## config.mk

```make
export PLATFORM = sky130hd
export DESIGN_NAME = cch_result_fifo
export DESIGN_NICKNAME = d
export VERILOG_FILES = /design/src/sv/cch_pkg.sv /design/src/sv/cch_result_fifo.sv
export SDC_FILE = /design/constraint.sdc
export NUM_CORES = 1
export LEC_CHECK = 0
export BUFFER_PORTS_ARGS = -buffer_cell sky130_fd_sc_hd__buf_2
export CAP_MARGIN = 40
export CELL_PAD_IN_SITES_DETAIL_PLACEMENT = 2
export CELL_PAD_IN_SITES_GLOBAL_PLACEMENT = 2
export CORE_UTILIZATION = 48
export CTS_CLUSTER_DIAMETER = 100
export CTS_CLUSTER_SIZE = 14
export DETAILED_ROUTE_END_ITERATION = 12
export HOLD_SLACK_MARGIN = 0.12
export PLACE_DENSITY_LB_ADDON = 0.1
export SYNTH_ARGS = -nofsm -noshare
export SYNTH_HDL_FRONTEND = slang
export SYNTH_SLANG_ARGS = --single-unit
```

## constraint.sdc

```tcl
create_clock -name clk_i -period 3.2 [get_ports clk_i]
set_input_delay 0.64 -clock clk_i [delete_from_list [all_inputs] [get_ports clk_i]]
set_output_delay 0.64 -clock clk_i [all_outputs]
set_load 0.02 [all_outputs]
```

## src/sv/cch_pkg.sv

```systemverilog
// Shared types and constants for the color channel histogram.
// No dependencies; imported by cch_result_fifo and color_channel_histogram.
package cch_pkg;

  // Fixed widths of the transaction fields and registers.
  localparam int SAMPLE_W  = 13;
  localparam int MEAN_W    = 8;
  localparam int NORM_W    = 24;
  localparam int OUT_CNT_W = 18;
  localparam int CH_W      = 2;
  localparam int BIN_IDX_W = 8;

  // APB register port.
  localparam int APB_AW = 4;
  localparam int APB_DW = 32;

  // Register reset values.
  localparam logic [MEAN_W-1:0] MEAN_BLUE_RST  = 8'd104;
  localparam logic [MEAN_W-1:0] MEAN_GREEN_RST = 8'd117;
  localparam logic [MEAN_W-1:0] MEAN_RED_RST   = 8'd123;
  localparam logic [NORM_W-1:0] NORM_MULT_RST  = 24'd29127;

  // Register indexes (byte address is four times the index).
  typedef enum logic [1:0] {
    REG_MEAN_BLUE  = 2'd0,
    REG_MEAN_GREEN = 2'd1,
    REG_MEAN_RED   = 2'd2,
    REG_NORM_MULT  = 2'd3
  } reg_idx_e;

  // Input transaction modes.
  typedef enum logic {
    MODE_ACCUM = 1'b0,
    MODE_READ  = 1'b1
  } mode_e;

  // One result transaction.
  typedef struct packed {
    logic [OUT_CNT_W-1:0] bin_count;
    logic [NORM_W-1:0]    normalized;
    logic                 clip_flag;
  } result_t;

endpackage

```

## src/sv/cch_result_fifo.sv

```systemverilog
// Small register FIFO that holds finished result transactions for the output.
// Depends on cch_pkg for the result_t type.
module cch_result_fifo #(
  parameter int DEPTH = 4
) (
  input  logic             clk_i,
  input  logic             rst_ni,
  input  logic             push_i,
  input  cch_pkg::result_t push_data_i,
  input  logic             pop_i,
  output logic             valid_o,
  output cch_pkg::result_t data_o
);
  import cch_pkg::*;

  localparam int PTR_W = (DEPTH > 1) ? $clog2(DEPTH) : 1;
  localparam int CNT_W = $clog2(DEPTH + 1);
  localparam logic [PTR_W-1:0] LAST_PTR = PTR_W'(DEPTH - 1);

  result_t            slots_q [DEPTH];
  logic [PTR_W-1:0]   wr_ptr_q, wr_ptr_d;
  logic [PTR_W-1:0]   rd_ptr_q, rd_ptr_d;
  logic [CNT_W-1:0]   count_q, count_d;
  logic               do_pop;

  assign valid_o = (count_q != '0);
  assign data_o  = slots_q[rd_ptr_q];
  assign do_pop  = pop_i && valid_o;

  // Pointer and fill count update.
  always_comb begin
    wr_ptr_d = wr_ptr_q;
    rd_ptr_d = rd_ptr_q;
    count_d  = count_q;
    if (push_i) begin
      wr_ptr_d = (wr_ptr_q == LAST_PTR) ? '0 : wr_ptr_q + 1'b1;
    end
    if (do_pop) begin
      rd_ptr_d = (rd_ptr_q == LAST_PTR) ? '0 : rd_ptr_q + 1'b1;
    end
    if (push_i && !do_pop) begin
      count_d = count_q + 1'b1;
    end else if (!push_i && do_pop) begin
      count_d = count_q - 1'b1;
    end
  end

  always_ff @(posedge clk_i or negedge rst_ni) begin
    if (!rst_ni) begin
      wr_ptr_q <= '0;
      rd_ptr_q <= '0;
      count_q  <= '0;
    end else begin
      wr_ptr_q <= wr_ptr_d;
      rd_ptr_q <= rd_ptr_d;
      count_q  <= count_d;
    end
  end

  // Storage slots carry no reset.
  always_ff @(posedge clk_i) begin
    if (push_i) begin
      slots_q[wr_ptr_q] <= push_data_i;
    end
  end

  // A push lands on a full FIFO only together with a pop.
  a_no_overflow: assert property (@(posedge clk_i) disable iff (!rst_ni)
    (count_q == CNT_W'(DEPTH)) |-> (!push_i || do_pop))
    else $error("result FIFO pushed while full");

  // The fill count advances on a push without a pop.
  a_count_step: assert property (@(posedge clk_i) disable iff (!rst_ni)
    (push_i && !do_pop) |=> (count_q == $past(count_q) + 1'b1))
    else $error("result FIFO count did not advance on push");

  // Output data holds while a transaction waits.
  a_head_stable: assert property (@(posedge clk_i) disable iff (!rst_ni)
    (valid_o && !pop_i) |=> $stable(data_o))
    else $error("result FIFO head changed while stalled");

endmodule
```

# After elaboration in Yosys (flattened, before gate mapping)
# Memories as Yosys holds them, arrays and structs flattened.
# Index checks and enable logic that the tools add are counted.
# word_totals
register_bits	7
latch_bits	0
ramBits	172
rom_bits	0
input_bits	47
output_inout_bits	44
word_cells	23
n_memories	1
# classes
n_addsub	4
multipliers	0
div_mod_pow	0
n_lt_le_gt_ge	0
n_eq_ne	2
shift	0
mux	6
n_bitwise	0
reduce_logical	7
# memory_table
memory	depth	width	read_ports	rd_clocked_by_memory_dff	write_ports	line_no	source
slots_q	4	43	1	0	1	cch_result_fifo.sv:20	result_t slots_q [DEPTH];
# op_table
op	count
$mux 3	2
$add 2x1->2 const B	2
$eq 2x2->1 const B	2
$mux 2	2
$add 3x1->3 const B	1
$logic_and 1x1->1	3
$reduce_bool 3->1	1
$sub 3x1->3 const B	1
$logic_not 1->1	2
$mux 1	2
$reduce_bool 2->1	1

# Longest topological paths before layout
# depth
word_depth	5
ltp_mapped	8
ltp_nobuf	8

# Worst setup path before layout
# OpenSTA, ideal clock, no wires.
# synth_timing
path_type	in2reg
start	in push_i
end	mem slots_q[3][0] in the netlist's numbering, enable pin
setup_ns	0.405
arrival_time_ns	1.679
required_ns	2.795
slack_ns	1.117
stages	1
path_buffers	0
cell_sequence	and2_1
# synth_via
elab_chain_cells	2
# synth_lines
element	line_no	source
start: declaration	cch_result_fifo.sv:8	input logic push_i,
$mux 1	cch_result_fifo.sv:62	if (push_i) begin
$mux 1 (implied by the code)	cch_result_fifo.sv:63	slots_q[wr_ptr_q] <= push_data_i;
end: declaration	cch_result_fifo.sv:20	
# No other way between the ends.

==> run summary <==
The worst setup path is captured at an output pin. Between clock sinks in the finished design, the worst skew comes to 15.5 ps. The area share of and/or/nand/nor cells after synthesis was 0.880%; the share of the cycle needed by the critical path after routing was 90.8%. The count of port buffers added during placement is 90, and the number of gates resized after cts is 0. For the max capacitance violation total, the log shows 0.

Data on the critical path is required at its endpoint by 2560 ps. The post-detailed-route via-to-cell ratio works out to 5.49. The floorplan step set the die width to 120 microns. The global-route wire length before repair came out at 23.5 mm. The tools report the number of clock sinks seen by CTS as 179. On the worst path, the slowest cell contributes a delay of 800 ps. The floorplan die height came out at 120 microns.

The H-tree was split into 4 levels. The tools report the post-layout net count as 424. The synthesized netlist devotes 1.42% of its cell area to adder and majority cells.

After clock tree synthesis, the clock-pin slew on the worst setup and hold paths is 70 ps. The cell depth of the worst min-delay path is 1, and the overall track demand over capacity in global routing is 24.1%. The worst register-to-register path has a setup slack of 920 ps. The worst hold slack after final layout was 421 ps. Data arrives at the worst endpoint at 2260 ps. In the routed design, unresolved DRC markers number 0. The actual slew at the worst max-slew pin is 749 ps.

After synthesis the netlist holds a flip-flop and latch count of 179. The capture point of the worst reg-to-reg path was count_q[2]$_DFFE_PN0P_. The total count of hold-check failures in the final report is 0. Kind of path behind the tightest hold check: input port to register. The sum of internal, switching and leakage power was 0.00755 W; the placed standard-cell area was 7360 sq um. Cells with a size suffix above 1 make up 46.3% of the layout. Setup repair after global routing left no endpoint under its margin. The tools report the timing endpoint of the critical path as data_o[4]. The XOR/XNOR share of the synthesized area was 0.393%.

The largest voltage drop on the vdd net was 0.564 mV. In this run the power density over the cells is 953 nW/um^2. The flow ran to the end, and the final reports show no timing, DRC or antenna violations.

From synthesis to final layout, the design area changed by 18.7%. Adding up every negative setup slack in the final design gives 0 ps. TritonCTS built the clock tree. For this design the static power due to leakage is 2.76 nW. Leaving out fill and tap cells, the most frequent cell in the layout is sky130_fd_sc_hd__edfxtp_1. The largest driver fanout on the critical path was 27; the source-to-sink clock delay at the later pin of the worst-skew pair was 440 ps. Buffers inserted during clock tree synthesis total 17. 91 I/O pins were placed. For the detailed placer's ending HPWL, the log shows 9.79 mm. Sorting the synthesized cells by area gives the leading types as sky130_fd_sc_hd__edfxtp_1 (77%), sky130_fd_sc_hd__mux4_2 (13%), sky130_fd_sc_hd__dfrtp_1 (2.6%), sky130_fd_sc_hd__mux4_1 (2.0%), sky130_fd_sc_hd__buf_12 (1.2%). The cell count of the worst reg-to-reg path is 8, and the synthesis warning total is 0. Entering global routing, the biggest net connects 40 pins. The slowest cell on the critical path is sky130_fd_sc_hd__dfrtp_4. The critical path goes through buf_4 -> mux4_2 -> buf_2. The number of nets handed over by synthesis was 315. The run gives 15.7 mm as the overall routed net length.

For this run, the register share of the synthesized area comes to 80.0%. For the headroom to the max-slew limit, the log shows 50.0%. STA classifies the critical path startpoint as a register.

Summing the areas of all compound-gate instances in the mapped netlist gives 0.150% of the synthesized area. After routing the design area is 7930 sq um. For the total core area, the log shows 13400 sq um. The congestion estimate from routability-driven global placement came to 0.719. The run gives 3063 as the via count of the routed design. Clock period minus worst slack: 2900 ps. The reg-to-reg critical path startpoint is count_q[0]$_DFFE_PN0P_.

Cells fill 59.1% of the core in the end. The initial antenna violation count came out at 0. The number of endpoints failing setup at the final stage came out at 0. After the first detailed-routing iteration, the DRC count stood at 234. The repair_antennas step left the layout with diodes totalling 0. The die covers 14400 sq um.

The tools report the mapped cell area as 6680 sq um. The critical path in this run is classified as register to output pin. The tools report the total overflow reported by the global router as 0. sky130_fd_sc_hd__edfxtp_1 takes more of the synthesized area than any other cell.

The top cell types in the final layout, fill and taps aside, are sky130_fd_sc_hd__edfxtp_1 (172), sky130_fd_sc_hd__buf_2 (90), sky130_fd_sc_hd__mux4_2 (38). The most critical setup path has its startpoint at rd_ptr_q[0]$_DFFE_PN0P_. Static timing analysis puts the maximum clock frequency at 344 MHz. The post-synthesis cell type count is 18.

For the number of iterations in the first detailed-routing pass, the log shows 4. The worst hold path begins at push_data_i[25]. Multiplexer cells account for 15.3% of the synthesized area. The logs give 49.8% for the starting density of the core and 0 for the remaining number of nets flagged by the antenna check after routing. The area share of the largest cell type after synthesis is 77.3%. Counting every instance in the synthesized netlist gives 261.

After detailed routing, the average wire length per cell comes to 28.2 microns. In this run the clock root is driven by a sky130_fd_sc_hd__clkbuf_16. Dominant combinational cell family by area after synthesis: multiplexers. The longest clock path from root to sink contains 2 buffers.

In this run the mean area of a mapped cell was 25.6 sq um. The number of global-route vias before repair came out at 3486. The max-slew violation count came out at 0. Row generation in the floorplan step produced 42 rows.
-- power by group --
| part | switching (W) | internal (W) | leakage (nW) | total (W) |
|---|---|---|---|---|
| Clock | 0.000911 | 0.00108 | 0.268 | 0.00199 |
| Combinational | 0.00127 | 0.000973 | 0.831 | 0.00225 |
| Sequential | 0.000297 | 0.00302 | 1.66 | 0.00332 |
| Total | 0.00248 | 0.00507 | 2.76 | 0.00755 |
-- metal layers --
| metal | part of all wire (%) | global-route usage, % | vias to the layer above | wire, microns |
|---|---|---|---|---|
| li1 | - | - | 1324 | - |
| met1 | 42 | 30.8 | 1630 | 6530 |
| met2 | 53 | 40.9 | 99 | 8380 |
| met3 | 4.3 | 6.37 | 10 | 683 |
| met4 | 0.74 | 6.56 | 0 | 116 |
| met5 | 0 | 0 | - | 0 |
-- area by class of cell --
cell class | instances | area (sq um)
inverters | 3 | 11.3
well taps | 176 | 220
repair buffers | 100 | 578
multi-input cells | 69 | 1220
clock buffers | 18 | 429
flip-flops and latches | 179 | 5350
clock inverters | 13 | 125
fillers | 1071 | 5480
-- cell families after synthesis --
family,count (synthesis)
AO/OA/AOI/OAI,2
buffers and inverters,13
AND/OR/NAND/NOR,11
XOR/XNOR,3
multiplexers,46
adder cells (fa/ha/maj),7
flip-flops,179
-- worst min path at each step --
stage	endpoint	slack [ps]
floorplan	count_q[0]$_DFFE_PN0P_	340
global placement	count_q[2]$_DFFE_PN0P_	460
detailed placement	count_q[2]$_DFFE_PN0P_	470
CTS	slots_q[3][13]$_DFFE_PP_	390
global route	slots_q[1][13]$_DFFE_PP_	400
finish	slots_q[2][25]$_DFFE_PP_	420
-- stage by stage --
stage,worst slack (ps),cells
detailed placement,733,526
CTS,217,558
finish,295,558
global placement,767,526
floorplan,1120,261
global route,142,558
-- state kept, by name, indices dropped and copies added (netlist names) --
signal    flops
rd_ptr_q      2
slots_q     172
wr_ptr_q      2
count_q       3
-- critical path, delay by kind of cell, from the launching register on --
kind	cells	cell delay, ps
buf+inv	2	480
flops	1	800
mux	1	540
-- synthesized netlist by cell type --
cell	instances
sky130_fd_sc_hd__and2_1	4
sky130_fd_sc_hd__buf_12	4
sky130_fd_sc_hd__buf_2	5
sky130_fd_sc_hd__buf_6	1
sky130_fd_sc_hd__dfrtp_1	7
sky130_fd_sc_hd__edfxtp_1	172
sky130_fd_sc_hd__fa_1	1
sky130_fd_sc_hd__ha_1	6
sky130_fd_sc_hd__inv_1	3
sky130_fd_sc_hd__mux2_2	3
sky130_fd_sc_hd__mux4_1	5
sky130_fd_sc_hd__mux4_2	38
sky130_fd_sc_hd__nand2_1	3
sky130_fd_sc_hd__nor2_1	3
sky130_fd_sc_hd__o21ai_0	2
sky130_fd_sc_hd__or3_4	1
sky130_fd_sc_hd__xnor2_1	1
sky130_fd_sc_hd__xor2_1	2
-- repair_timing --
item                      4_1_cts  5_1_grt
hold endpoints to repair        7        0
buffers inserted                0        0
hold buffers                    1        0
Note: power is estimated with default switching activity, not from simulation.
